### config.mk
export PLATFORM = sky130hd
export DESIGN_NAME = sorted_request_queue
export DESIGN_NICKNAME = d
export VERILOG_FILES = /design/src/hw/rtl/srq_pkg.sv /design/src/hw/rtl/srq_cell.sv /design/src/hw/rtl/sorted_request_queue.sv
export SDC_FILE = /design/constraint.sdc
export NUM_CORES = 2
export LEC_CHECK = 0
export ABC_CLOCK_PERIOD_IN_PS = 15300
export BUFFER_PORTS_ARGS = -buffer_cell sky130_fd_sc_hd__buf_4
export CAP_MARGIN = 10
export CORE_AREA = 2 2 328 330
export DETAILED_ROUTE_END_ITERATION = 12
export DIE_AREA = 0 0 330 332
export PLACE_DENSITY = 0.77
export SETUP_SLACK_MARGIN = 0.3
export SLEW_MARGIN = 20
export SYNTH_ARGS = -nofsm -noshare
export SYNTH_HDL_FRONTEND = slang
export SYNTH_HIERARCHICAL = 1
export SYNTH_SLANG_ARGS = --single-unit
### constraint.sdc
create_clock -name i_clk -period 15.3 [get_ports i_clk]
set_input_delay 1.53 -clock i_clk [delete_from_list [all_inputs] [get_ports i_clk]]
set_output_delay 1.53 -clock i_clk [all_outputs]
set_load 0.01 [all_outputs]
### src/hw/rtl/srq_pkg.sv
package srq_pkg;

    localparam int TS_W   = 31;
    localparam int RANK_W = 8;
    localparam int KEY_W  = TS_W + RANK_W;
    localparam int TOP_W  = 5;
    localparam int OCC_W  = 5;

    typedef enum logic [1:0] {
        MODE_INSERT = 2'd0,
        MODE_REMOVE = 2'd1,
        MODE_QUERY  = 2'd2,
        MODE_NOP    = 2'd3
    } t_mode;

    typedef logic [KEY_W-1:0] t_key;

    // broadcast to every cell in the row
    typedef struct packed {
        logic  ins_en;   // accepted insert, queue not full
        logic  rm_en;    // accepted remove
        t_key  key;      // {timestamp, rank}
    } t_cmd;

    // rank-match results rippling from cell 0 toward the tail
    typedef struct packed {
        logic rm_hit;    // a remove match at or before this cell
        logic q_hit;     // a query match inside the top window
    } t_chain;

endpackage

### src/hw/rtl/srq_cell.sv
module srq_cell (
    input  logic            i_clk,
    input  srq_pkg::t_cmd   i_cmd,
    input  logic            i_occupied,
    input  logic            i_in_window,
    input  srq_pkg::t_key   i_left_entry,
    input  logic            i_left_gt,
    input  srq_pkg::t_key   i_right_entry,
    input  srq_pkg::t_chain i_chain,
    output srq_pkg::t_key   o_entry,
    output logic            o_gt,
    output srq_pkg::t_chain o_chain
);
    import srq_pkg::*;

    t_key r_entry;
    t_key n_entry;
    logic rank_match;

    // new key sorts before this entry (empty cells always count as "after")
    assign o_gt       = !i_occupied || (i_cmd.key < r_entry);
    assign rank_match = i_occupied &&
                        (r_entry[RANK_W-1:0] == i_cmd.key[RANK_W-1:0]);

    assign o_chain.rm_hit = i_chain.rm_hit || rank_match;
    assign o_chain.q_hit  = i_chain.q_hit  || (rank_match && i_in_window);

    always_comb begin
        n_entry = r_entry;
        if (i_cmd.ins_en && o_gt) begin
            // left neighbor also moves back: take its entry, else the new key lands here
            n_entry = i_left_gt ? i_left_entry : i_cmd.key;
        end else if (i_cmd.rm_en && o_chain.rm_hit) begin
            n_entry = i_right_entry;
        end
    end

    always_ff @(posedge i_clk) begin
        r_entry <= n_entry;
    end

    assign o_entry = r_entry;

endmodule

### src/hw/rtl/sorted_request_queue.sv
// Channel   Direction  Handshake            Payload
// request   in         i_valid / o_ready    i_mode, i_entry_timestamp, i_process_rank,
//                                           i_top_count
// result    out        o_valid / i_ready    o_in_top, o_removed, o_overflow, o_occupancy
//
// One request per cycle unless a stalled result holds the flow: every cell compares
// against the broadcast key in parallel, and the insert/remove shift happens in the
// same cycle. The result is registered; it shows in the cycle after acceptance.
// A stalled result blocks the next request (o_ready = result slot free or being taken).
// Reset (i_rst_n low, synchronous) empties the queue and the result slot;
// cell contents are not cleared, the entry count marks what is live.
module sorted_request_queue #(
    parameter int QUEUE_DEPTH = 16
) (
    input  logic                        i_clk,
    input  logic                        i_rst_n,
    input  logic                        i_valid,
    output logic                        o_ready,
    input  logic [1:0]                  i_mode,
    input  logic [srq_pkg::TS_W-1:0]    i_entry_timestamp,
    input  logic [srq_pkg::RANK_W-1:0]  i_process_rank,
    input  logic [srq_pkg::TOP_W-1:0]   i_top_count,
    output logic                        o_valid,
    input  logic                        i_ready,
    output logic                        o_in_top,
    output logic                        o_removed,
    output logic                        o_overflow,
    output logic [srq_pkg::OCC_W-1:0]   o_occupancy
);
    import srq_pkg::*;

    localparam int CNT_W = $clog2(QUEUE_DEPTH + 1);

    t_mode              mode;
    logic               accept;
    logic               full;
    t_cmd               cmd;
    logic [CNT_W-1:0]   r_count;
    logic [CNT_W-1:0]   n_count;
    logic [63:0]        count_wide;

    logic               r_valid;
    logic               r_in_top;
    logic               r_removed;
    logic               r_overflow;
    logic [OCC_W-1:0]   r_occupancy;

    // per-cell wiring; chain[0] is the empty seed at the head
    t_key               entry   [QUEUE_DEPTH];
    logic               gt      [QUEUE_DEPTH];
    t_chain             chain   [QUEUE_DEPTH+1];

    assign mode    = t_mode'(i_mode);
    assign o_ready = !r_valid || i_ready;
    assign accept  = i_valid && o_ready;
    assign full    = (r_count == CNT_W'(QUEUE_DEPTH));

    assign cmd.key    = {i_entry_timestamp, i_process_rank};
    assign cmd.ins_en = accept && (mode == MODE_INSERT) && !full;
    assign cmd.rm_en  = accept && (mode == MODE_REMOVE);

    assign chain[0] = '0;

    for (genvar i = 0; i < QUEUE_DEPTH; i++) begin : g_cell
        logic occupied;
        logic in_window;
        t_key left_entry;
        logic left_gt;
        t_key right_entry;

        assign occupied  = (CNT_W'(i) < r_count);
        assign in_window = (32'(i) < 32'(i_top_count));

        if (i == 0) begin : g_head
            // head cell: the new key always enters here when it sorts first
            assign left_entry = cmd.key;
            assign left_gt    = 1'b0;
        end else begin : g_body
            assign left_entry = entry[i-1];
            assign left_gt    = gt[i-1];
        end

        if (i == QUEUE_DEPTH - 1) begin : g_tail
            // tail slot becomes unused after a remove; its value is don't-care
            assign right_entry = entry[i];
        end else begin : g_mid
            assign right_entry = entry[i+1];
        end

        srq_cell u_cell (
            .i_clk         (i_clk),
            .i_cmd         (cmd),
            .i_occupied    (occupied),
            .i_in_window   (in_window),
            .i_left_entry  (left_entry),
            .i_left_gt     (left_gt),
            .i_right_entry (right_entry),
            .i_chain       (chain[i]),
            .o_entry       (entry[i]),
            .o_gt          (gt[i]),
            .o_chain       (chain[i+1])
        );
    end

    // occupancy after this request
    always_comb begin
        n_count = r_count;
        if (cmd.ins_en) begin
            n_count = r_count + CNT_W'(1);
        end else if (cmd.rm_en && chain[QUEUE_DEPTH].rm_hit) begin
            n_count = r_count - CNT_W'(1);
        end
    end

    assign count_wide = 64'(n_count);

    always_ff @(posedge i_clk) begin
        if (!i_rst_n) begin
            r_count <= '0;
            r_valid <= 1'b0;
        end else begin
            if (accept) begin
                r_count <= n_count;
                r_valid <= 1'b1;
            end else if (i_ready) begin
                r_valid <= 1'b0;
            end
        end
        if (accept) begin
            r_in_top    <= (mode == MODE_QUERY) && chain[QUEUE_DEPTH].q_hit;
            r_removed   <= (mode == MODE_REMOVE) && chain[QUEUE_DEPTH].rm_hit;
            r_overflow  <= (mode == MODE_INSERT) && full;
            r_occupancy <= count_wide[OCC_W-1:0];
        end
    end

    assign o_valid     = r_valid;
    assign o_in_top    = r_in_top;
    assign o_removed   = r_removed;
    assign o_overflow  = r_overflow;
    assign o_occupancy = r_occupancy;

    a_count_bound: assert property (@(posedge i_clk) disable iff (!i_rst_n)
        r_count <= CNT_W'(QUEUE_DEPTH))
        else $error("entry count above queue depth");

    a_overflow_full: assert property (@(posedge i_clk) disable iff (!i_rst_n)
        (r_valid && r_overflow) |-> full)
        else $error("overflow reported while queue not full");

    a_one_flag: assert property (@(posedge i_clk) disable iff (!i_rst_n)
        r_valid |-> $onehot0({r_in_top, r_removed, r_overflow}))
        else $error("more than one result flag set");

    a_insert_grows: assert property (@(posedge i_clk) disable iff (!i_rst_n)
        cmd.ins_en |=> (r_count == $past(r_count) + CNT_W'(1)))
        else $error("insert did not grow queue");

    a_remove_shrinks: assert property (@(posedge i_clk) disable iff (!i_rst_n)
        (cmd.rm_en && chain[QUEUE_DEPTH].rm_hit) |=> (r_count == $past(r_count) - CNT_W'(1)))
        else $error("remove hit did not shrink queue");

endmodule

==> summary.md <==
| Metric | Value |
|---|---|
| Run status | `finished, violations left` |
| Failing checks | `DRC` |
| First-pass GRT wire length | `slightly below 200000 um` |
| CP required | `between 15000 and 20000 ps` |
| Pin count of the biggest net entering global routing | `41` |
| Num rows | `120` |
| Starting DRT DRC Count | `2117` |
| Number of global-route vias before repair | `~36000` |
| Worst EP arrival | `8270 ps` |
| # port buffers | `59` |
| Cell area after synthesis | `approximately 54000 um^2` |
| PD cells | `~80 nW/um^2` |
| Crit Reg-Reg Endpoint | `o_occupancy[2]` |
| Post-route ant nets | `0` |
| IO Pins | `60` |
| Sink Count | `638` |
| Final slew viol count | `0` |
| Die width | `between 300 and 400 um` |
| Reg2reg start | `r_count[4]` |
| Vias | `between 30000 and 40000` |
| Tot Pwr | `~4700 uW` |
| Fmax | `126 MHz` |
| Post-CTS Repair Setup Buffers | `0` |
| Final worst path period share | `51.7%` |
| Tmin final | `between 7000 and 8000 ps` |
| Initial antenna violation count | `3` |
| Post-CTS sizing | `0` |
| Startpoint Class | `flop` |
| Hold path startpoint | `g_cell[8].u_cell/o_entry[25]` |
| Setup TNS | `0 ps` |
| RSZ-0062 raised after global routing | `false` |
| H-tree levels | `3` |
| Congestion Overflow GR | `0` |
| Mapped Avg Cell Area | `between 10 and 15 um^2` |
| Placeable Area | `106000 um^2` |
| DR WL met2 | `roughly 61000 um` |
| FILL cells | `8751` |
| Post-Route WL | `126000 um` |
| Register Area | `roughly 19000 um^2` |
| Worst Setup End Kind | `flop` |
| Clock Tree Root | `clkbuf_16` |
| Final Wtd Congestion | `0.915` |
| DR top layer | `met5` |
| Clock slew seen by the registers of the worst setup and hold paths | `roughly 60 ps` |
| Multi-input gate area | `31500 um^2` |
| Hold Path Class | `flop to flop` |
| Final net count | `~5200` |
| Hold path depth | `1` |
| Ys Warns | `6` |
| Layout area overhead | `7.53%` |
| Fraction of layout cells with a size suffix above 1 | `roughly a third` |
| Final Hold Vio Count | `0` |
| DRT Pass-1 Iters | `10` |
| Worst-path fanout max | `15` |
| Skew-Pair Late Insertion Delay | `630 ps` |
| Cell count after synthesis | `approximately 4500` |
| Hold EP | `g_cell[7].u_cell/o_entry[25]` |
| Slew @ Worst Pin | `1140 ps` |
| Metal3 WL | `5480 um` |
| Hpwl dp | `96500 um` |
| Initial core utilization | `between 50% and 60%` |
| Clk buf depth | `3` |
| Remaining DRCs | `8` |
| CTS tree | `yes` |
| Cts hold-fix bufs | `0` |
| Die area | `110000 um^2` |
| Finish-stage setup viols | `0` |
| Total GRT Usage | `between 20% and 30%` |
| Die height | `around 330 um` |
| Routed metal-1 wirelength | `between 50000 and 60000 um` |
| Clock skew | `26.2 ps` |
| Vias per cell | `5.74` |
| Crit Path Class | `flop to flop` |
| Peak VDD IR | `a little over 70 uV` |
| FF-to-FF path depth | `26` |
| Routed WL per cell | `between 20 and 25 um` |
| Pleak | `0.0268 uW` |
| Reg-to-reg slack, setup | `7380 ps` |
| Max_slew headroom | `a little under a quarter` |
| Max_cap viols | `0` |
| CTS Buf Count | `75` |
## worst max-delay path: stages, from the launching register on
cell	delay [ps]
dfxtp_1	500
nor2_1	320
inv_1	200
nor2_1	310
nand2_1	310
nand4_1	200
nor3_1	80
or2_2	280
or2_2	310
or2_2	320
or2_2	320
or2_2	320
or2_2	320
or2_2	310
or2_2	320
or2_2	310
or2_2	320
or2_2	320
or2_2	330
or2_2	320
or2_2	310
or2_2	310
or2_2	310
and3b_2	250
nand3_4	140
a2bb2oi_2	200
xnor2_1	90
## layout make-up
| cell class | instances | share of cell area, % |
|---|---|---|
| Antenna cell | 2 | 0.00865 |
| Clock buffer | 111 | 3.69 |
| Clock inverter | 24 | 0.285 |
| Inverter | 649 | 4.21 |
| Multi-Input combinational cell | 3100 | 54.5 |
| Sequential cell | 638 | 33.0 |
| Tap cell | 1403 | 3.03 |
| Timing Repair Buffer | 102 | 1.32 |
## stage by stage
stage / area (um^2) / utilization [%] / hold slack, ps / worst slack, ps / std cells
5_1_grt: 57900 / 54.5 / 615 / 7060 / 6029
3_5_place_dp: 55600 / 52.3 / 585 / 6540 / 5892
2_1_floorplan: 53900 / - / 567 / 7340 / 4520
3_3_place_gp: 55600 / 52.3 / 577 / 6570 / 5892
4_1_cts: 57900 / 54.4 / 589 / 7040 / 6027
6_report: 57900 / 54.5 / 589 / 7380 / 6029
## worst max path at each step
stage	startpoint	endpoint	slack (ps)	cells after the start
after global placement	i_process_rank[6]	g_cell[15].u_cell/o_entry[29]	6570	22
after CTS	r_count[4]	g_cell[15].u_cell/o_entry[38]	7040	24
after detailed placement	i_process_rank[6]	g_cell[15].u_cell/o_entry[23]	6540	22
final	r_count[4]	o_occupancy[2]	7380	26
after floorplan	i_process_rank[6]	g_cell[15].u_cell/o_entry[0]	7340	21
after global routing	r_count[4]	o_occupancy[2]	7060	26
## flip-flops by register name (all words and copies together) (netlist names)
signal / count
o_overflow: 1
g_cell.u_cell/o_entry: 624
o_in_top: 1
o_valid: 1
o_occupancy: 5
r_count: 5
o_removed: 1
## cell usage in the layout, fill, tap and decap left out, types with 4 or more instances in the layout
cell / n
clkbuf_16: 79
nor3_1: 33
edfxtp_1: 632
or2_2: 16
o21ai_0: 117
clkinv_1: 9
a211oi_1: 48
o21bai_2: 16
clkbuf_8: 4
a21boi_2: 16
clkbuf_1: 28
a21o_1: 20
nor2b_1: 17
nor2b_4: 16
conb_1: 6
nor4_1: 16
nor4b_4: 16
mux2_2: 608
buf_4: 102
o31ai_4: 16
nand2_2: 5
o21ai_4: 15
nor2_1: 102
a21oi_1: 241
ha_1: 628
clkinv_2: 11
a221oi_1: 16
inv_1: 647
o211ai_1: 16
nand4_1: 81
dfxtp_1: 6
nand3_1: 52
o311a_1: 16
nand2b_1: 10
mux2_4: 625
nand2_1: 300
## power by group
part           switching (uW)  internal [uW]
Combinational             477            438
Sequential               62.7           2030
Clock                     728            998
## routing by layer
metal | vias to the layer above | track usage [%]
li1 | 16600 | -
met1 | 17000 | 29.2
met2 | 800 | 38.9
met3 | 222 | 2.67
met4 | 2 | 8.26
met5 | - | 0
No activity file was read; power rests on OpenSTA's default activity.
